### src/sv/asn1ts_pkg.sv
// Shared types, character codes and field limits for the ASN.1 time string parser.
package asn1ts_pkg;

	localparam int StoreDepth  = 14;
	localparam int AddrWidth   = $clog2(StoreDepth);
	localparam int CountSat    = 16;
	localparam int CountWidth  = $clog2(CountSat + 1);
	localparam int UtcLen      = 13;
	localparam int GenLen      = 15;
	localparam int YearPivot   = 50;
	localparam int Century19   = 1900;
	localparam int Century20   = 2000;
	localparam int MonthMax    = 12;
	localparam int DayMax      = 31;
	localparam int HourLimit   = 24;
	localparam int MinSecLimit = 60;

	localparam logic [7:0] CharZero = 8'h30;
	localparam logic [7:0] CharNine = 8'h39;
	localparam logic [7:0] CharZ    = 8'h5A;

	localparam logic [1:0] StatusOk          = 2'd0;
	localparam logic [1:0] StatusUnsupported = 2'd1;
	localparam logic [1:0] StatusInvalid     = 2'd2;

	typedef logic [3:0] digit_t;

	typedef struct packed {
		logic [1:0]  status;
		logic [13:0] year;
		logic [3:0]  month;
		logic [4:0]  day;
		logic [4:0]  hour;
		logic [5:0]  minute;
		logic [5:0]  second;
	} result_t;

	function automatic logic [6:0] pair_val(input digit_t hi, input digit_t lo);
		logic [6:0] h;
		h = {3'b000, hi};
		return (h << 3) + (h << 1) + {3'b000, lo};
	endfunction

endpackage

### src/sv/asn1ts_if.sv
// Handshake interfaces for the character stream and the decoded time result.
interface asn1ts_char_if;
	logic       valid;
	logic       ready;
	logic [7:0] character;
	logic       last;

	modport source(output valid, output character, output last, input ready);
	modport sink(input valid, input character, input last, output ready);
endinterface

interface asn1ts_time_if;
	logic        valid;
	logic        ready;
	logic [1:0]  status;
	logic [13:0] year;
	logic [3:0]  month;
	logic [4:0]  day;
	logic [4:0]  hour;
	logic [5:0]  minute;
	logic [5:0]  second;

	modport source(output valid, output status, output year, output month, output day,
		output hour, output minute, output second, input ready);
	modport sink(input valid, input status, input year, input month, input day,
		input hour, input minute, input second, output ready);
endinterface

### src/sv/asn1ts_decode.sv
// Combinational decode of the stored digits into a status and calendar fields.
module asn1ts_decode (
	input  asn1ts_pkg::digit_t                          digits [asn1ts_pkg::StoreDepth],
	input  logic [asn1ts_pkg::CountWidth-1:0]           count,
	input  logic                                        saw_nondigit,
	input  logic [7:0]                                  character,
	output asn1ts_pkg::result_t                         result
);
	import asn1ts_pkg::*;

	logic        gen_len;
	logic        utc_len;
	logic [6:0]  p_hi;
	logic [6:0]  p_lo;
	logic [6:0]  p_month;
	logic [6:0]  p_day;
	logic [6:0]  p_hour;
	logic [6:0]  p_minute;
	logic [6:0]  p_second;
	logic [13:0] year_gen;
	logic [13:0] year_utc;
	logic [13:0] year_v;
	logic        range_bad;

	assign gen_len = (count == CountWidth'(GenLen - 1));
	assign utc_len = (count == CountWidth'(UtcLen - 1));

	assign p_hi     = pair_val(digits[0], digits[1]);
	assign p_lo     = pair_val(digits[2], digits[3]);
	assign p_month  = gen_len ? pair_val(digits[4], digits[5])   : p_lo;
	assign p_day    = gen_len ? pair_val(digits[6], digits[7])   : pair_val(digits[4], digits[5]);
	assign p_hour   = gen_len ? pair_val(digits[8], digits[9])   : pair_val(digits[6], digits[7]);
	assign p_minute = gen_len ? pair_val(digits[10], digits[11]) : pair_val(digits[8], digits[9]);
	assign p_second = gen_len ? pair_val(digits[12], digits[13]) : pair_val(digits[10], digits[11]);

	assign year_gen = ({7'b0, p_hi} << 6) + ({7'b0, p_hi} << 5) + ({7'b0, p_hi} << 2)
		+ {7'b0, p_lo};
	assign year_utc = {7'b0, p_hi}
		+ ((p_hi >= 7'(YearPivot)) ? 14'(Century19) : 14'(Century20));
	assign year_v   = gen_len ? year_gen : year_utc;

	assign range_bad = (p_month == 7'd0) || (p_month > 7'(MonthMax))
		|| (p_day == 7'd0) || (p_day > 7'(DayMax))
		|| (p_hour >= 7'(HourLimit)) || (p_minute >= 7'(MinSecLimit))
		|| (p_second >= 7'(MinSecLimit));

	always_comb begin
		result = '0;
		priority if (!gen_len && !utc_len) begin
			result.status = StatusUnsupported;
		end else if (character != CharZ) begin
			result.status = StatusUnsupported;
		end else if (saw_nondigit) begin
			result.status = StatusInvalid;
		end else if (range_bad) begin
			result.status = StatusInvalid;
		end else begin
			result.status = StatusOk;
			result.year   = year_v;
			result.month  = p_month[3:0];
			result.day    = p_day[4:0];
			result.hour   = p_hour[4:0];
			result.minute = p_minute[5:0];
			result.second = p_second[5:0];
		end
	end

endmodule

### src/sv/asn1_time_string_parser_unit.sv
// Top level of the ASN.1 UTCTime / GeneralizedTime parser.
// The unit takes one character word per clock, except while a stalled output holds back a last
// character, and otherwise keeps up with the stream at full rate. Each accepted character is
// captured in an input register and from there either updates the running digit store and
// counters or, for the word marked last, is decoded into a result word that lands in the output
// register, from which it is offered. Exactly one result word comes out per string, and a
// stalled output only holds back the last character of the following string.
module asn1_time_string_parser_unit (
	input  logic          clk,
	input  logic          arst_n,
	asn1ts_char_if.sink   text,
	asn1ts_time_if.source stamp
);
	import asn1ts_pkg::*;

	logic                  valid_s1;
	logic [7:0]            char_s1;
	logic                  last_s1;
	logic [CountWidth-1:0] count_q;
	logic                  nondigit_q;
	digit_t                digits_q [StoreDepth];
	result_t               res_q;
	logic                  out_valid_q;
	result_t               dec;
	logic                  out_free;
	logic                  s1_go;
	logic                  is_digit;

	assign out_free   = !out_valid_q || stamp.ready;
	assign s1_go      = valid_s1 && (!last_s1 || out_free);
	assign text.ready = !valid_s1 || s1_go;
	assign is_digit   = (char_s1 >= CharZero) && (char_s1 <= CharNine);

	always_ff @(posedge clk or negedge arst_n) begin
		if (!arst_n) begin
			valid_s1 <= 1'b0;
		end else if (text.valid && text.ready) begin
			valid_s1 <= 1'b1;
		end else if (s1_go) begin
			valid_s1 <= 1'b0;
		end
	end

	always_ff @(posedge clk) begin
		if (text.valid && text.ready) begin
			char_s1 <= text.character;
			last_s1 <= text.last;
		end
	end

	always_ff @(posedge clk or negedge arst_n) begin
		if (!arst_n) begin
			count_q    <= '0;
			nondigit_q <= 1'b0;
		end else if (s1_go) begin
			if (last_s1) begin
				count_q    <= '0;
				nondigit_q <= 1'b0;
			end else begin
				if (!is_digit) begin
					nondigit_q <= 1'b1;
				end
				if (count_q < CountWidth'(CountSat)) begin
					count_q <= count_q + 1'b1;
				end
			end
		end
	end

	always_ff @(posedge clk) begin
		if (s1_go && !last_s1 && (count_q < CountWidth'(StoreDepth))) begin
			digits_q[count_q[AddrWidth-1:0]] <= is_digit ? 4'(char_s1 - CharZero) : 4'd0;
		end
	end

	asn1ts_decode u_decode (
		.digits       (digits_q),
		.count        (count_q),
		.saw_nondigit (nondigit_q),
		.character    (char_s1),
		.result       (dec)
	);

	always_ff @(posedge clk or negedge arst_n) begin
		if (!arst_n) begin
			out_valid_q <= 1'b0;
		end else if (s1_go && last_s1) begin
			out_valid_q <= 1'b1;
		end else if (stamp.ready) begin
			out_valid_q <= 1'b0;
		end
	end

	always_ff @(posedge clk) begin
		if (s1_go && last_s1) begin
			res_q <= dec;
		end
	end

	assign stamp.valid  = out_valid_q;
	assign stamp.status = res_q.status;
	assign stamp.year   = res_q.year;
	assign stamp.month  = res_q.month;
	assign stamp.day    = res_q.day;
	assign stamp.hour   = res_q.hour;
	assign stamp.minute = res_q.minute;
	assign stamp.second = res_q.second;

endmodule

### src/flat_wrapper.sv
// flat-port wrapper written by rule: the top's interface ports become plain ports
module asn1_time_string_parser_unit_flat import asn1ts_pkg::*;
  (clk, arst_n, text_valid, text_character, text_last, text_ready, stamp_valid, stamp_status, stamp_year, stamp_month, stamp_day, stamp_hour, stamp_minute, stamp_second, stamp_ready);
  asn1ts_char_if text_i ();
  asn1ts_time_if stamp_i ();
  input  logic clk;
  input  logic arst_n;
  input wire logic [$bits(text_i.valid)-1:0] text_valid;
  input wire logic [$bits(text_i.character)-1:0] text_character;
  input wire logic [$bits(text_i.last)-1:0] text_last;
  output wire logic [$bits(text_i.ready)-1:0] text_ready;
  output wire logic [$bits(stamp_i.valid)-1:0] stamp_valid;
  output wire logic [$bits(stamp_i.status)-1:0] stamp_status;
  output wire logic [$bits(stamp_i.year)-1:0] stamp_year;
  output wire logic [$bits(stamp_i.month)-1:0] stamp_month;
  output wire logic [$bits(stamp_i.day)-1:0] stamp_day;
  output wire logic [$bits(stamp_i.hour)-1:0] stamp_hour;
  output wire logic [$bits(stamp_i.minute)-1:0] stamp_minute;
  output wire logic [$bits(stamp_i.second)-1:0] stamp_second;
  input wire logic [$bits(stamp_i.ready)-1:0] stamp_ready;
  assign text_i.valid = text_valid;
  assign text_i.character = text_character;
  assign text_i.last = text_last;
  assign text_ready = text_i.ready;
  assign stamp_valid = stamp_i.valid;
  assign stamp_status = stamp_i.status;
  assign stamp_year = stamp_i.year;
  assign stamp_month = stamp_i.month;
  assign stamp_day = stamp_i.day;
  assign stamp_hour = stamp_i.hour;
  assign stamp_minute = stamp_i.minute;
  assign stamp_second = stamp_i.second;
  assign stamp_i.ready = stamp_ready;
  asn1_time_string_parser_unit u_core (.clk(clk), .arst_n(arst_n), .text(text_i), .stamp(stamp_i));
endmodule
### config.mk
export PLATFORM = sky130hd
export DESIGN_NAME = asn1_time_string_parser_unit_flat
export DESIGN_NICKNAME = d
export VERILOG_FILES = /design/src/sv/asn1ts_pkg.sv /design/src/sv/asn1ts_if.sv /design/src/sv/asn1ts_decode.sv /design/src/sv/asn1_time_string_parser_unit.sv /design/src/flat_wrapper.sv
export SDC_FILE = /design/constraint.sdc
export NUM_CORES = 1
export LEC_CHECK = 0
export BUFFER_PORTS_ARGS = -buffer_cell sky130_fd_sc_hd__buf_2
export CORE_AREA = 2 2 112 114
export CTS_CLUSTER_DIAMETER = 40
export DETAILED_ROUTE_END_ITERATION = 8
export DIE_AREA = 0 0 114 116
export PLACE_DENSITY = 0.8
export SLEW_MARGIN = 10
export SYNTH_ARGS = -nofsm -noshare
export SYNTH_HDL_FRONTEND = slang
export SYNTH_SLANG_ARGS = --single-unit
### constraint.sdc
create_clock -name clk -period 6.5 [get_ports clk]
set_input_delay 0.65 -clock clk [delete_from_list [all_inputs] [get_ports clk]]
set_output_delay 0.65 -clock clk [all_outputs]
set_load 0.02 [all_outputs]
==> flow_summary.html, run 1 <==
<table>
<tr><th>Metric</th><th>Value</th></tr>
<tr><th colspan="2">STA</th></tr>
<tr><td>Final critical-path setup slack</td><td>1.56 ns</td></tr>
<tr><td>Shortest period the worst path allows</td><td>4.94 ns</td></tr>
<tr><td>Max-Slew Margin vs Limit</td><td>26.7%</td></tr>
<tr><td>Hold Violations, Final</td><td>0</td></tr>
<tr><td>RSZ-0062 raised after global routing</td><td>no</td></tr>
<tr><td>Final setup skew</td><td>0.00796 ns</td></tr>
<tr><td>Final total negative setup slack</td><td>0 ns</td></tr>
<tr><td>Fmax achieved</td><td>202 MHz</td></tr>
<tr><td>Final setup violation count</td><td>0</td></tr>
<tr><td>Total count of max-transition violations in the final report</td><td>0</td></tr>
<tr><td>Slew at the pin closest to its max-slew limit</td><td>1.10 ns</td></tr>
<tr><td>Final clock period utilization by the worst path</td><td>76.0%</td></tr>
<tr><th colspan="2">Clock network</th></tr>
<tr><td>Clock tree from TritonCTS</td><td>built</td></tr>
<tr><td>Resized Gates After CTS</td><td>0</td></tr>
<tr><td>Number of H-tree levels</td><td>4</td></tr>
<tr><td>Clock buffer count from CTS</td><td>17</td></tr>
<tr><td>Clock edge transition at the registers on the reported setup and hold paths</td><td>0.05 ns</td></tr>
<tr><td>Hold-fix buffer count after cts</td><td>0</td></tr>
<tr><td>Maximum clock insertion buffer count</td><td>2</td></tr>
<tr><td>Clock sink total</td><td>115</td></tr>
<tr><td>Number of buffers inserted by post-CTS setup repair</td><td>0</td></tr>
<tr><td>Cell chosen for the clock root</td><td>sky130_fd_sc_hd__clkbuf_16</td></tr>
<tr><td>Clock insertion delay at the later pin of the skew report</td><td>0.42 ns</td></tr>
<tr><th colspan="2">Critical path</th></tr>
<tr><td>Path depth of the worst reg2reg path</td><td>17</td></tr>
<tr><td>Data arrival time of the worst path</td><td>5.18 ns</td></tr>
<tr><td>CP endpoint kind</td><td>flop</td></tr>
<tr><td>CP required</td><td>6.74 ns</td></tr>
<tr><td>Worst setup SP type</td><td>flop</td></tr>
<tr><td>Worst Path Class, Setup</td><td>reg -&gt; reg</td></tr>
<tr><td>Critical Path Fanout Max</td><td>5</td></tr>
<tr><th colspan="2">Pwr</th></tr>
<tr><td>Areal power density over the cells</td><td>293 nW/µm²</td></tr>
<tr><td>Part of the power in the clock network</td><td>40.0%</td></tr>
<tr><td>Switching power total</td><td>704 µW</td></tr>
<tr><td>Reg power frac</td><td>35.1%</td></tr>
<tr><td>Cell-internal power</td><td>1.72 mW</td></tr>
<tr><td>Combinational fraction of design power</td><td>24.9%</td></tr>
<tr><td>Switching fraction of total power</td><td>29.1%</td></tr>
<tr><td>Worst ir drop on vdd</td><td>0.000224 V</td></tr>
<tr><td>Leakage</td><td>3.39 nW</td></tr>
<tr><th colspan="2">Synth</th></tr>
<tr><td>Netlist cell types</td><td>54</td></tr>
<tr><td>Cell type with the largest total area after synthesis</td><td>sky130_fd_sc_hd__edfxtp_1</td></tr>
<tr><td>EDFF count, synth</td><td>107</td></tr>
<tr><td>Leading post-synthesis cells by cell area</td><td>sky130_fd_sc_hd__edfxtp_1 (44%), sky130_fd_sc_hd__ha_1 (15%), sky130_fd_sc_hd__fa_1 (5.8%)</td></tr>
<tr><td>Synthesized netlist net count</td><td>711</td></tr>
<tr><td>Portion of the post-synthesis area used by sequential elements</td><td>47.3%</td></tr>
<tr><td>Cells after synthesis</td><td>591</td></tr>
<tr><td>Synth top cells by count</td><td>sky130_fd_sc_hd__edfxtp_1 (107), sky130_fd_sc_hd__ha_1 (86), sky130_fd_sc_hd__inv_1 (61)</td></tr>
<tr><td>Most repeated cell in the gate-level netlist after synthesis</td><td>sky130_fd_sc_hd__edfxtp_1</td></tr>
<tr><td>Area of the mapped netlist</td><td>7220 µm²</td></tr>
<tr><td>Number of synthesis warnings</td><td>0</td></tr>
<tr><td>#FFs+latches synth</td><td>115</td></tr>
<tr><td>Main synth FF type</td><td>sky130_fd_sc_hd__edfxtp_1</td></tr>
<tr><td>Post-synth ARST share</td><td>6.96%</td></tr>
<tr><td>Proportion of netlist area held by the largest area contributor</td><td>44.5%</td></tr>
<tr><td>Post-synthesis area per instance</td><td>12.2 µm²</td></tr>
<tr><th colspan="2">Job</th></tr>
<tr><td>Total of max-cap violations</td><td>0</td></tr>
<tr><th colspan="2">Cells and area</th></tr>
<tr><td>Area growth syn-to-layout</td><td>14.3%</td></tr>
<tr><td>Net count reported at finish</td><td>773</td></tr>
<tr><td>Diodes inserted</td><td>0</td></tr>
<tr><td>Register Area</td><td>3410 µm²</td></tr>
<tr><td>Area of the multi-input gates</td><td>3500 µm²</td></tr>
<tr><td>FILL cells</td><td>816</td></tr>
<tr><td>Share of layout cells above drive strength 1</td><td>15.8%</td></tr>
<tr><th colspan="2">Detailed routing</th></tr>
<tr><td>Detail-routed net length per standard cell</td><td>18.5 µm</td></tr>
<tr><td>Post-detailed-routing wire length</td><td>15000 µm</td></tr>
<tr><td>Starting DRC count in detailed routing</td><td>396</td></tr>
<tr><td>Count of antenna-violating nets left after detailed routing</td><td>0</td></tr>
<tr><td>Initial DRT Pass Iterations</td><td>5</td></tr>
<tr><td>Detailed-route vias per instance</td><td>5.79</td></tr>
<tr><td>Total via count in the routed design</td><td>4708</td></tr>
<tr><td>Remaining routing DRC violations</td><td>0</td></tr>
<tr><th colspan="2">Run status</th></tr>
<tr><td>Result of the run</td><td>finished, final reports clean</td></tr>
<tr><th colspan="2">Worst hold path</th></tr>
<tr><td>Worst min path class</td><td>in -&gt; async</td></tr>
<tr><th colspan="2">Global route</th></tr>
<tr><td>First-pass GRT wire length</td><td>24200 µm</td></tr>
<tr><td>Vias in the first global route</td><td>4745</td></tr>
<tr><td>Global route total overflow</td><td>0</td></tr>
<tr><td>Antenna violations before repair</td><td>0</td></tr>
<tr><td>Largest net degree at the start of global routing</td><td>45</td></tr>
<tr><td>Global-route total usage across every layer</td><td>24.5%</td></tr>
<tr><th colspan="2">Floorplanning</th></tr>
<tr><td>Total Die Area</td><td>13200 µm²</td></tr>
<tr><td>Horiz. Die Dim</td><td>114 µm</td></tr>
<tr><td>Starting utilization of the core area</td><td>60.6%</td></tr>
<tr><td>Die span in y</td><td>116 µm</td></tr>
<tr><td>Boundary pin count</td><td>57</td></tr>
<tr><td>Placement Rows</td><td>40</td></tr>
<tr><td>Core area</td><td>11900 µm²</td></tr>
<tr><th colspan="2">Placed design</th></tr>
<tr><td>Placement-stage worst setup slack</td><td>1.59 ns</td></tr>
<tr><td># port buffers</td><td>56</td></tr>
<tr><td>Global placer's final weighted congestion</td><td>0.868</td></tr>
<tr><td>Half-perimeter wire length of the detailed placement result</td><td>10600 µm</td></tr>
</table>
-- power by group through the flow --
stage | Sequential [mW] | Combinational, mW | Clock, mW
floorplan | 0.874 | 0.442 | 0
global placement | 0.863 | 0.566 | 0
detailed placement | 0.865 | 0.583 | 0
CTS | 0.850 | 0.596 | 0.974
global route | 0.853 | 0.680 | 1.01
finish | 0.851 | 0.602 | 0.968
-- final cells by class --
cell class              instances  area share, %
clock buffers                  21           5.46
well taps                     147           2.23
clock inverters                11           1.93
repair buffers                 60           3.76
multi-input cells             398           42.5
inverters                      61           2.78
flip-flops and latches        115           41.4
-- layer usage --
layer	up-vias	GRT usage [%]	routed length [µm]
met4	0	9.76	353
met2	171	40.2	7310
met1	2243	31.1	6390
li1	2271	-	-
met5	-	0	0
met3	23	6.75	961
-- worst paths after layout --
kind                       slack [ns]                    end                start
min in group clk                 0.41         u_core.last_s1            text_last
max in group asynchronous        6.25      u_core.count_q[4]               arst_n
hold / removal                   0.07      u_core.nondigit_q               arst_n
setup / recovery                 1.56  u_core.stamp.year[11]  u_core.digits_q[52]
hold reg to reg                  0.57      u_core.nondigit_q    u_core.nondigit_q
setup reg to reg                 1.56  u_core.stamp.year[11]  u_core.digits_q[52]
-- per-stage QoR --
stage	cell area, µm²	utilization, %	hold WS (ns)	total power, mW	instances
global placement	7640	64.1	0.511	1.43	781
CTS	8250	69.3	0.0678	2.42	813
global route	8250	69.3	0.0638	2.54	813
finish	8250	69.3	0.0704	2.42	813
detailed placement	7640	64.1	0.513	1.45	781
floorplan	7220	-	0.354	1.32	591
-- critical path, cell delays in order, from the launching register on --
cell	delay [ns]
sky130_fd_sc_hd__edfxtp_1	0.38
sky130_fd_sc_hd__inv_1	0.10
sky130_fd_sc_hd__fa_1	0.47
sky130_fd_sc_hd__fa_1	0.49
sky130_fd_sc_hd__nor2b_1	0.15
sky130_fd_sc_hd__o21a_1	0.13
sky130_fd_sc_hd__or3_1	0.11
sky130_fd_sc_hd__and2_1	0.26
sky130_fd_sc_hd__inv_1	0.12
sky130_fd_sc_hd__fa_1	0.54
sky130_fd_sc_hd__inv_1	0.04
sky130_fd_sc_hd__ha_1	0.28
sky130_fd_sc_hd__ha_1	0.36
sky130_fd_sc_hd__nand2_1	0.08
sky130_fd_sc_hd__o21ai_0	0.32
sky130_fd_sc_hd__a21oi_1	0.16
sky130_fd_sc_hd__or4_1	0.49
sky130_fd_sc_hd__a311oi_1	0.27
-- flip-flops by register name, summed over array words and instances, names as in the netlist --
register	count
u_core.count_q	5
u_core.nondigit_q	1
u_core.stamp.minute	6
u_core.stamp.second	6
u_core.stamp.year	14
u_core.stamp.status	2
u_core.stamp.month	4
u_core.char_s1	8
u_core.stamp.day	5
u_core.valid_s1	1
u_core.stamp.hour	5
u_core.digits_q	56
u_core.stamp.valid	1
u_core.last_s1	1
-- logic make-up (layout without fill, tap and decap cells) --
family / after synthesis / in the layout / synth area share, %
AOI/OAI and AO/OA: 95 / 95 / 10.7
and+or+nand+nor: 148 / 148 / 10.9
adders and majority gates: 107 / 107 / 20.7
buffers and inverters: 78 / 153 / 4.21
xor gates and xnor gates: 30 / 30 / 3.64
DFF: 115 / 115 / 47.3
muxes: 18 / 18 / 2.50
-- layout by cell type, fill, tap and decap left out, types with 17 or more instances in the layout --
| cell type | synthesis | routed |
|---|---|---|
| sky130_fd_sc_hd__a21oi_1 | 32 | 32 |
| sky130_fd_sc_hd__inv_1 | 61 | 61 |
| sky130_fd_sc_hd__clkbuf_16 | 0 | 17 |
| sky130_fd_sc_hd__mux2i_1 | 18 | 18 |
| sky130_fd_sc_hd__xnor2_1 | 17 | 17 |
| sky130_fd_sc_hd__nor2_1 | 39 | 39 |
| sky130_fd_sc_hd__fa_1 | 21 | 21 |
| sky130_fd_sc_hd__nand2_1 | 19 | 19 |
| sky130_fd_sc_hd__edfxtp_1 | 107 | 107 |
| sky130_fd_sc_hd__buf_2 | 3 | 56 |
| sky130_fd_sc_hd__ha_1 | 86 | 86 |
| sky130_fd_sc_hd__nor3_1 | 33 | 33 |
(Power assumes the default switching activity.)
==> run 2: changes to the inputs <==
--- a/config.mk
+++ b/config.mk
@@ -6,11 +6,11 @@
 export NUM_CORES = 1
 export LEC_CHECK = 0
 export BUFFER_PORTS_ARGS = -buffer_cell sky130_fd_sc_hd__buf_2
-export CORE_AREA = 2 2 112 114
+export CORE_AREA = 2 2 118 120
 export CTS_CLUSTER_DIAMETER = 40
 export DETAILED_ROUTE_END_ITERATION = 8
-export DIE_AREA = 0 0 114 116
-export PLACE_DENSITY = 0.8
+export DIE_AREA = 0 0 120 122
+export PLACE_DENSITY = 0.76
 export SLEW_MARGIN = 10
 export SYNTH_ARGS = -nofsm -noshare
 export SYNTH_HDL_FRONTEND = slang
==> constraint.sdc (replaced) <==
create_clock -name clk -period 4.2 [get_ports clk]
set_input_delay 0.42 -clock clk [delete_from_list [all_inputs] [get_ports clk]]
set_output_delay 0.42 -clock clk [all_outputs]
set_load 0.02 [all_outputs]
==> run 2 against run 1 <==
Against the previous run: worst hold slack gained 0.11 ns; clock skew grew 0.0070 ns; critical path depth grew 1; final cell count grew 8.2%; routed wire length grew 0.52%; sequential share of layout area shrank 2.3 points; global-route usage shrank 2.8 points; largest cell class unchanged; the run now ends with negative setup slack left; count of clock-buffer cells in the layout shrank 3; register-to-register slack lost 1.6 ns; sequential cell count is the same; total power grew 66%; largest power group unchanged; worst setup slack lost 1.6 ns.
==> flow_summary.html, run 2 (synthesized netlist as in run 1, its figures left out) <==
<table>
<tr><th>Metric</th><th>Value</th></tr>
<tr><th colspan="2">Global route</th></tr>
<tr><td>First-pass GRT wire length</td><td>24200 µm</td></tr>
<tr><td>Global-route total usage across every layer</td><td>21.7%</td></tr>
<tr><td>Global route total overflow</td><td>0</td></tr>
<tr><td>Vias in the first global route</td><td>4874</td></tr>
<tr><td>Antenna violations before repair</td><td>0</td></tr>
<tr><td>Largest net degree at the start of global routing</td><td>45</td></tr>
<tr><th colspan="2">STA</th></tr>
<tr><td>Fmax achieved</td><td>237 MHz</td></tr>
<tr><td>Final clock period utilization by the worst path</td><td>100%</td></tr>
<tr><td>Slew at the pin closest to its max-slew limit</td><td>0.612 ns</td></tr>
<tr><td>Hold Violations, Final</td><td>0</td></tr>
<tr><td>Shortest period the worst path allows</td><td>4.22 ns</td></tr>
<tr><td>Final critical-path setup slack</td><td>-0.0186 ns</td></tr>
<tr><td>Final setup violation count</td><td>1</td></tr>
<tr><td>RSZ-0062 raised after global routing</td><td>yes</td></tr>
<tr><td>Max-Slew Margin vs Limit</td><td>59.2%</td></tr>
<tr><td>Final total negative setup slack</td><td>-0.0186 ns</td></tr>
<tr><td>Final setup skew</td><td>0.0150 ns</td></tr>
<tr><td>Total count of max-transition violations in the final report</td><td>0</td></tr>
<tr><th colspan="2">Cells and area</th></tr>
<tr><td>Post-route cell area</td><td>8730 µm²</td></tr>
<tr><td>Diodes inserted</td><td>0</td></tr>
<tr><td>Share of layout cells above drive strength 1</td><td>25.9%</td></tr>
<tr><td>Most common library cell in the layout ignoring fill and taps</td><td>sky130_fd_sc_hd__edfxtp_1</td></tr>
<tr><td>Area growth syn-to-layout</td><td>20.9%</td></tr>
<tr><td>Max reg flops</td><td>56</td></tr>
<tr><td>FILL cells</td><td>976</td></tr>
<tr><td>Net count reported at finish</td><td>808</td></tr>
<tr><td>Highest-count cells in the layout ignoring fill and taps</td><td>sky130_fd_sc_hd__edfxtp_1 (107), sky130_fd_sc_hd__ha_1 (78), sky130_fd_sc_hd__buf_2 (56), sky130_fd_sc_hd__inv_1 (51), sky130_fd_sc_hd__nor2_1 (39)</td></tr>
<tr><td>Final core occ</td><td>64.7%</td></tr>
<tr><th colspan="2">Floorplanning</th></tr>
<tr><td>Core area</td><td>13500 µm²</td></tr>
<tr><td>Starting utilization of the core area</td><td>53.5%</td></tr>
<tr><td>Boundary pin count</td><td>57</td></tr>
<tr><td>Die span in y</td><td>122 µm</td></tr>
<tr><td>Placement Rows</td><td>43</td></tr>
<tr><td>Total Die Area</td><td>14600 µm²</td></tr>
<tr><td>Horiz. Die Dim</td><td>120 µm</td></tr>
<tr><th colspan="2">Clock network</th></tr>
<tr><td>Number of H-tree levels</td><td>4</td></tr>
<tr><td>Clock insertion delay at the later pin of the skew report</td><td>0.42 ns</td></tr>
<tr><td>Cell chosen for the clock root</td><td>sky130_fd_sc_hd__clkbuf_16</td></tr>
<tr><td>Clock tree from TritonCTS</td><td>built</td></tr>
<tr><td>Clock edge transition at the registers on the reported setup and hold paths</td><td>0.05 ns</td></tr>
<tr><td>Maximum clock insertion buffer count</td><td>2</td></tr>
<tr><td>Clock buffer count from CTS</td><td>17</td></tr>
<tr><td>Clock sink total</td><td>115</td></tr>
<tr><th colspan="2">Pwr</th></tr>
<tr><td>Areal power density over the cells</td><td>461 nW/µm²</td></tr>
<tr><td>Leakage</td><td>3.56 nW</td></tr>
<tr><td>Total power consumption of the routed design</td><td>4.03 mW</td></tr>
<tr><td>Worst ir drop on vdd</td><td>0.000309 V</td></tr>
<tr><th colspan="2">Detailed routing</th></tr>
<tr><td>Remaining routing DRC violations</td><td>0</td></tr>
<tr><td>Detailed-route vias per instance</td><td>5.59</td></tr>
<tr><td>Detail-routed net length per standard cell</td><td>17.2 µm</td></tr>
<tr><td>Starting DRC count in detailed routing</td><td>433</td></tr>
<tr><td>Total via count in the routed design</td><td>4921</td></tr>
<tr><td>Initial DRT Pass Iterations</td><td>6</td></tr>
<tr><td>Count of antenna-violating nets left after detailed routing</td><td>0</td></tr>
<tr><td>Post-detailed-routing wire length</td><td>15100 µm</td></tr>
<tr><th colspan="2">Critical path</th></tr>
<tr><td>Data arrival time of the worst path</td><td>4.46 ns</td></tr>
<tr><td>CP required</td><td>4.44 ns</td></tr>
<tr><td>Path depth of the worst reg2reg path</td><td>18</td></tr>
<tr><td>Start point of the critical path</td><td>u_core.digits_q[53]</td></tr>
<tr><td>R2r setup slk</td><td>-0.02 ns</td></tr>
<tr><td>Critical Path Fanout Max</td><td>3</td></tr>
<tr><td>Worst setup SP type</td><td>flop</td></tr>
<tr><td>CP endpoint kind</td><td>flop</td></tr>
<tr><td>Worst Path Class, Setup</td><td>reg -&gt; reg</td></tr>
<tr><td>Reg-to-reg endpoint</td><td>u_core.stamp.year[11]</td></tr>
<tr><td>Critical register-to-register path startpoint</td><td>u_core.digits_q[53]</td></tr>
<tr><th colspan="2">Worst hold path</th></tr>
<tr><td>Worst min path class</td><td>in -&gt; reg</td></tr>
<tr><td>End point of the worst hold path</td><td>u_core.last_s1</td></tr>
<tr><td>Hold Path Depth</td><td>1</td></tr>
<tr><td>Launch instance of the worst min-delay path</td><td>text_last</td></tr>
<tr><th colspan="2">Run status</th></tr>
<tr><td>Result of the run</td><td>finished with violations</td></tr>
<tr><td>Violated checks</td><td>negative setup slack</td></tr>
<tr><th colspan="2">Placed design</th></tr>
<tr><td># port buffers</td><td>56</td></tr>
<tr><td>Placed inst area</td><td>7940 µm²</td></tr>
<tr><td>Global placer's final weighted congestion</td><td>0.869</td></tr>
<tr><td>Half-perimeter wire length of the detailed placement result</td><td>10800 µm</td></tr>
<tr><td>Placement-stage worst setup slack</td><td>-0.189 ns</td></tr>
<tr><th colspan="2">Job</th></tr>
<tr><td>Total of max-cap violations</td><td>0</td></tr>
</table>
run 2: changes by cell type in the layout (fill, tap and decap cells not counted), moves of 3 or more:
cell	previous run	this run
sky130_fd_sc_hd__a21oi_2	0	7
sky130_fd_sc_hd__ha_4	0	6
sky130_fd_sc_hd__inv_2	0	10
sky130_fd_sc_hd__fa_1	21	18
sky130_fd_sc_hd__o21ai_0	16	13
sky130_fd_sc_hd__ha_1	86	78
sky130_fd_sc_hd__buf_4	4	36
sky130_fd_sc_hd__fa_2	0	3
sky130_fd_sc_hd__a21oi_1	32	24
sky130_fd_sc_hd__nand2_1	19	16
sky130_fd_sc_hd__inv_1	61	51
run 2: metrics by stage:
stage,instances,hold WS (ns)
final,880,0.178
after global routing,880,0.165
after CTS,876,0.163
after detailed placement,838,0.283
after global placement,838,0.277
after floorplan,591,0.124
run 2: final cells by class:
type | instances | area, µm² | area share, %
clock buffers | 18 | 429 | 4.91
clock inverters | 13 | 136 | 1.56
inverters | 61 | 229 | 2.62
multi-input cells | 398 | 3700 | 42.4
flip-flops and latches | 115 | 3410 | 39.1
well taps | 180 | 225 | 2.58
repair buffers | 95 | 601 | 6.88
run 2: how the worst max path moves through the flow:
stage	endpoint	cells past startpoint
6_report	u_core.stamp.year[11]	18
3_3_place_gp	u_core.stamp.year[11]	17
2_1_floorplan	u_core.stamp.year[7]	21
5_1_grt	u_core.stamp.year[6]	21
4_1_cts	u_core.stamp.year[11]	17
3_5_place_dp	u_core.stamp.year[11]	17
run 2: layer usage:
metal,share of wire [%],wire length [µm],track usage [%]
met1,42,6360,27.2
met2,50,7480,35.9
met3,6.2,934,5.43
met4,2.1,320,8.90
met5,0,0,0
run 2: worst max-delay path, stage by stage (launching register included):
cell	delay, ns
sky130_fd_sc_hd__edfxtp_1	0.39
sky130_fd_sc_hd__ha_1	0.30
sky130_fd_sc_hd__ha_2	0.18
sky130_fd_sc_hd__inv_2	0.04
sky130_fd_sc_hd__fa_2	0.39
sky130_fd_sc_hd__nor2b_1	0.12
sky130_fd_sc_hd__o21a_1	0.16
sky130_fd_sc_hd__or3_1	0.13
sky130_fd_sc_hd__and2_4	0.14
sky130_fd_sc_hd__inv_2	0.04
sky130_fd_sc_hd__fa_1	0.55
sky130_fd_sc_hd__inv_2	0.05
sky130_fd_sc_hd__ha_4	0.21
sky130_fd_sc_hd__ha_4	0.29
sky130_fd_sc_hd__nand2_4	0.06
sky130_fd_sc_hd__o21ai_4	0.19
sky130_fd_sc_hd__a21oi_2	0.09
sky130_fd_sc_hd__or4_1	0.49
sky130_fd_sc_hd__a311oi_1	0.25
run 2: timing repair:
action	in CTS	in global routing
setup buffers	6	4
setup endpoints to repair	7	10
hold buffers	1	0
hold endpoints to repair	8	0
resized for setup	21	18
pin swaps	21	33
run 2: report_power, final:
part           switching, mW  internal, mW  total (mW)
registers             0.0271          1.29        1.32
clock network          0.505         0.866        1.37
logic                  0.721         0.619        1.34
total                   1.25          2.77        4.03
==> run 3: changes to the inputs <==
--- a/config.mk
+++ b/config.mk
@@ -10,7 +10,7 @@
 export CTS_CLUSTER_DIAMETER = 40
 export DETAILED_ROUTE_END_ITERATION = 8
 export DIE_AREA = 0 0 120 122
-export PLACE_DENSITY = 0.76
+export PLACE_DENSITY = 0.78
 export SLEW_MARGIN = 10
 export SYNTH_ARGS = -nofsm -noshare
 export SYNTH_HDL_FRONTEND = slang
==> run 3 against run 2 <==
Against the previous run: the run still ends with negative setup slack left; largest power group is now combinational cells; maximum frequency down 3.0%; total power up 2.5%; global-route usage down 0.51 points; sequential share of layout area down 0.45 points; critical path depth unchanged; sequential cell count unchanged; clock skew down 0.0049 ns; routed wire length up 1.8%.
==> flow_summary.html, run 3 (synthesized netlist as in run 1, its figures left out) <==
<table>
<tr><th>Metric</th><th>Value</th></tr>
<tr><th colspan="2">Run status</th></tr>
<tr><td>Result of the run</td><td>finished with violations</td></tr>
<tr><td>Violated checks</td><td>negative setup slack</td></tr>
<tr><th colspan="2">Critical path</th></tr>
<tr><td>Delay of the slowest critical-path stage</td><td>0.55 ns</td></tr>
<tr><td>CP endpoint kind</td><td>flop</td></tr>
<tr><td>Worst Path Class, Setup</td><td>reg -&gt; reg</td></tr>
<tr><td>Path depth of the worst reg2reg path</td><td>18</td></tr>
<tr><td>Reg-to-reg endpoint</td><td>u_core.stamp.year[10]</td></tr>
<tr><td>Worst setup SP type</td><td>flop</td></tr>
<tr><td>Worst path cell trace</td><td>inv_2 -&gt; fa_1 -&gt; fa_2 -&gt; nor2b_1 -&gt; o21a_1 -&gt; or3_4 -&gt; and2_4 -&gt; inv_4 -&gt; fa_1 -&gt; inv_2 -&gt; ha_4 -&gt; ha_4 -&gt; nand2_4 -&gt; buf_4 -&gt; o211ai_1 -&gt; a21oi_1 -&gt; xor2_1 -&gt; a2111oi_2</td></tr>
<tr><td>Data arrival time of the worst path</td><td>4.54 ns</td></tr>
<tr><td>Critical Path Fanout Max</td><td>3</td></tr>
<tr><td>CP required</td><td>4.39 ns</td></tr>
<tr><td>Critical register-to-register path startpoint</td><td>u_core.digits_q[54]</td></tr>
<tr><td>R2r setup slk</td><td>-0.15 ns</td></tr>
<tr><td>Highest-delay cell along the critical path</td><td>sky130_fd_sc_hd__fa_1</td></tr>
<tr><th colspan="2">Global route</th></tr>
<tr><td>Antenna violations before repair</td><td>0</td></tr>
<tr><td>Global route total overflow</td><td>0</td></tr>
<tr><td>First-pass GRT wire length</td><td>23800 µm</td></tr>
<tr><td>Global-route total usage across every layer</td><td>21.1%</td></tr>
<tr><td>Largest net degree at the start of global routing</td><td>45</td></tr>
<tr><td>Vias in the first global route</td><td>4873</td></tr>
<tr><th colspan="2">Placed design</th></tr>
<tr><td>Placed inst area</td><td>7940 µm²</td></tr>
<tr><td># port buffers</td><td>56</td></tr>
<tr><td>Placement-stage worst setup slack</td><td>-0.209 ns</td></tr>
<tr><td>Placed cells</td><td>837</td></tr>
<tr><td>Global placer's final weighted congestion</td><td>0.875</td></tr>
<tr><td>Half-perimeter wire length of the detailed placement result</td><td>10800 µm</td></tr>
<tr><th colspan="2">Detailed routing</th></tr>
<tr><td>Starting DRC count in detailed routing</td><td>541</td></tr>
<tr><td>Detailed-route vias per instance</td><td>5.56</td></tr>
<tr><td>Detail-routed net length per standard cell</td><td>17.4 µm</td></tr>
<tr><td>Post-detailed-routing wire length</td><td>15400 µm</td></tr>
<tr><td>Total via count in the routed design</td><td>4925</td></tr>
<tr><td>Remaining routing DRC violations</td><td>0</td></tr>
<tr><td>Count of antenna-violating nets left after detailed routing</td><td>0</td></tr>
<tr><td>Length of routed met2 wiring</td><td>7750 µm</td></tr>
<tr><td>Routed length on met3</td><td>934 µm</td></tr>
<tr><td>Topmost layer with routed signal wires</td><td>met4</td></tr>
<tr><td>Wire length the detailed router placed on met1</td><td>6290 µm</td></tr>
<tr><td>Initial DRT Pass Iterations</td><td>6</td></tr>
<tr><th colspan="2">Pwr</th></tr>
<tr><td>Switching power total</td><td>1.29 mW</td></tr>
<tr><td>Part of the power in the clock network</td><td>33.1%</td></tr>
<tr><td>Combinational fraction of design power</td><td>35.0%</td></tr>
<tr><td>Reg power frac</td><td>31.9%</td></tr>
<tr><td>Total power consumption of the routed design</td><td>4.13 mW</td></tr>
<tr><td>Cell-internal power</td><td>2.84 mW</td></tr>
<tr><td>Areal power density over the cells</td><td>467 nW/µm²</td></tr>
<tr><td>Worst ir drop on vdd</td><td>0.000289 V</td></tr>
<tr><td>Leakage</td><td>3.60 nW</td></tr>
<tr><td>Switching fraction of total power</td><td>31.3%</td></tr>
<tr><th colspan="2">Clock network</th></tr>
<tr><td>Clock buffer count from CTS</td><td>17</td></tr>
<tr><td>Clock insertion delay at the later pin of the skew report</td><td>0.42 ns</td></tr>
<tr><td>Clock tree from TritonCTS</td><td>built</td></tr>
<tr><td>Cell chosen for the clock root</td><td>sky130_fd_sc_hd__clkbuf_16</td></tr>
<tr><td>Clock sink total</td><td>115</td></tr>
<tr><td>Clock edge transition at the registers on the reported setup and hold paths</td><td>0.05 ns</td></tr>
<tr><td>Maximum clock insertion buffer count</td><td>2</td></tr>
<tr><td>Number of H-tree levels</td><td>4</td></tr>
<tr><th colspan="2">Job</th></tr>
<tr><td>Total of max-cap violations</td><td>0</td></tr>
<tr><th colspan="2">Floorplanning</th></tr>
<tr><td>Boundary pin count</td><td>57</td></tr>
<tr><td>Horiz. Die Dim</td><td>120 µm</td></tr>
<tr><td>Placement Rows</td><td>43</td></tr>
<tr><td>Starting utilization of the core area</td><td>53.5%</td></tr>
<tr><td>Core area</td><td>13500 µm²</td></tr>
<tr><td>Die span in y</td><td>122 µm</td></tr>
<tr><td>Total Die Area</td><td>14600 µm²</td></tr>
<tr><th colspan="2">Cells and area</th></tr>
<tr><td>Post-route cell area</td><td>8830 µm²</td></tr>
<tr><td>Share of layout cells above drive strength 1</td><td>27.4%</td></tr>
<tr><td>Max reg flops</td><td>56</td></tr>
<tr><td>Diodes inserted</td><td>0</td></tr>
<tr><td>Most common library cell in the layout ignoring fill and taps</td><td>sky130_fd_sc_hd__edfxtp_1</td></tr>
<tr><td>Net count reported at finish</td><td>812</td></tr>
<tr><td>Area growth syn-to-layout</td><td>22.4%</td></tr>
<tr><td>Post-route non-filler standard cell count</td><td>885</td></tr>
<tr><td>Final core occ</td><td>65.4%</td></tr>
<tr><td>Highest-count cells in the layout ignoring fill and taps</td><td>sky130_fd_sc_hd__edfxtp_1 (107), sky130_fd_sc_hd__ha_1 (75), sky130_fd_sc_hd__buf_2 (56), sky130_fd_sc_hd__inv_1 (51)</td></tr>
<tr><th colspan="2">STA</th></tr>
<tr><td>Shortest period the worst path allows</td><td>4.35 ns</td></tr>
<tr><td>Final clock period utilization by the worst path</td><td>104%</td></tr>
<tr><td>Worst slack on hold paths</td><td>0.178 ns</td></tr>
<tr><td>Final setup skew</td><td>0.0101 ns</td></tr>
<tr><td>Final setup violation count</td><td>5</td></tr>
<tr><td>Final total negative setup slack</td><td>-0.355 ns</td></tr>
<tr><td>Final critical-path setup slack</td><td>-0.148 ns</td></tr>
<tr><td>Slew at the pin closest to its max-slew limit</td><td>0.649 ns</td></tr>
<tr><td>RSZ-0062 raised after global routing</td><td>yes</td></tr>
<tr><td>Total count of max-transition violations in the final report</td><td>0</td></tr>
<tr><td>Max-Slew Margin vs Limit</td><td>56.4%</td></tr>
<tr><td>Hold Violations, Final</td><td>0</td></tr>
<tr><td>Fmax achieved</td><td>230 MHz</td></tr>
<tr><th colspan="2">Worst hold path</th></tr>
<tr><td>End point of the worst hold path</td><td>u_core.last_s1</td></tr>
<tr><td>Hold Path Depth</td><td>1</td></tr>
<tr><td>Worst min path class</td><td>in -&gt; reg</td></tr>
<tr><td>Launch instance of the worst min-delay path</td><td>text_last</td></tr>
</table>
## run 3: cell count changes in the layout (fill, tap and decap cells not counted), moves of 2 or more
cell	before	now
sky130_fd_sc_hd__ha_4	6	8
sky130_fd_sc_hd__buf_4	36	38
sky130_fd_sc_hd__a21oi_2	7	5
sky130_fd_sc_hd__clkinv_1	1	4
sky130_fd_sc_hd__clkinv_4	2	4
sky130_fd_sc_hd__clkinvlp_4	3	0
sky130_fd_sc_hd__buf_6	0	2
sky130_fd_sc_hd__ha_1	78	75
## run 3: worst max-delay path, delay by kind of cell (launching register included)
| family | cells | cell delay (ns) |
|---|---|---|
| flip-flops | 1 | 0.36 |
| XOR/XNOR | 1 | 0.20 |
| AND/OR/NAND/NOR | 4 | 0.66 |
| buffers and inverters | 4 | 0.30 |
| adder cells (fa/ha/maj) | 5 | 1.70 |
| AO/OA/AOI/OAI | 4 | 0.90 |
## run 3: worst max path at each step
stage	slack [ns]	end	startpoint
6_report	-0.15	u_core.stamp.year[10]	u_core.digits_q[54]
5_1_grt	-0.33	u_core.stamp.year[10]	u_core.digits_q[54]
4_1_cts	-0.04	u_core.stamp.year[11]	u_core.digits_q[52]
3_5_place_dp	-0.21	u_core.stamp.year[11]	u_core.digits_q[54]
3_3_place_gp	-0.07	u_core.stamp.year[11]	u_core.digits_q[51]
2_1_floorplan	-0.03	u_core.stamp.year[7]	u_core.digits_q[54]
## run 3: layer usage
layer | track usage (%) | vias up
met5 | 0 | -
met4 | 8.24 | 0
met2 | 35.9 | 182
met3 | 5.06 | 36
li1 | - | 2362
met1 | 26.2 | 2345
## run 3: area by class of cell
class,count,area [µm²]
clock buffer,18,429
clock inverter,14,138
fill,939,4670
inverter,61,231
multi-input combinational,398,3760
sequential,115,3410
tap,180,225
timing repair buffer,99,638
## run 3: power by group through the flow
stage	combinational, mW	clock, mW	sequential (mW)
2_1_floorplan	0.741	0	1.35
3_3_place_gp	1.02	0	1.34
3_5_place_dp	1.05	0	1.34
4_1_cts	1.16	1.38	1.32
5_1_grt	1.57	1.42	1.32
6_report	1.45	1.37	1.32
## run 3: repair_timing
item                       in CTS  in global routing
hold buffers                    1                  0
setup endpoints to repair       7                  9
buffers inserted                4                 11
resized for setup              16                 37
pin swaps                       9                 32
hold endpoints to repair        8                  0
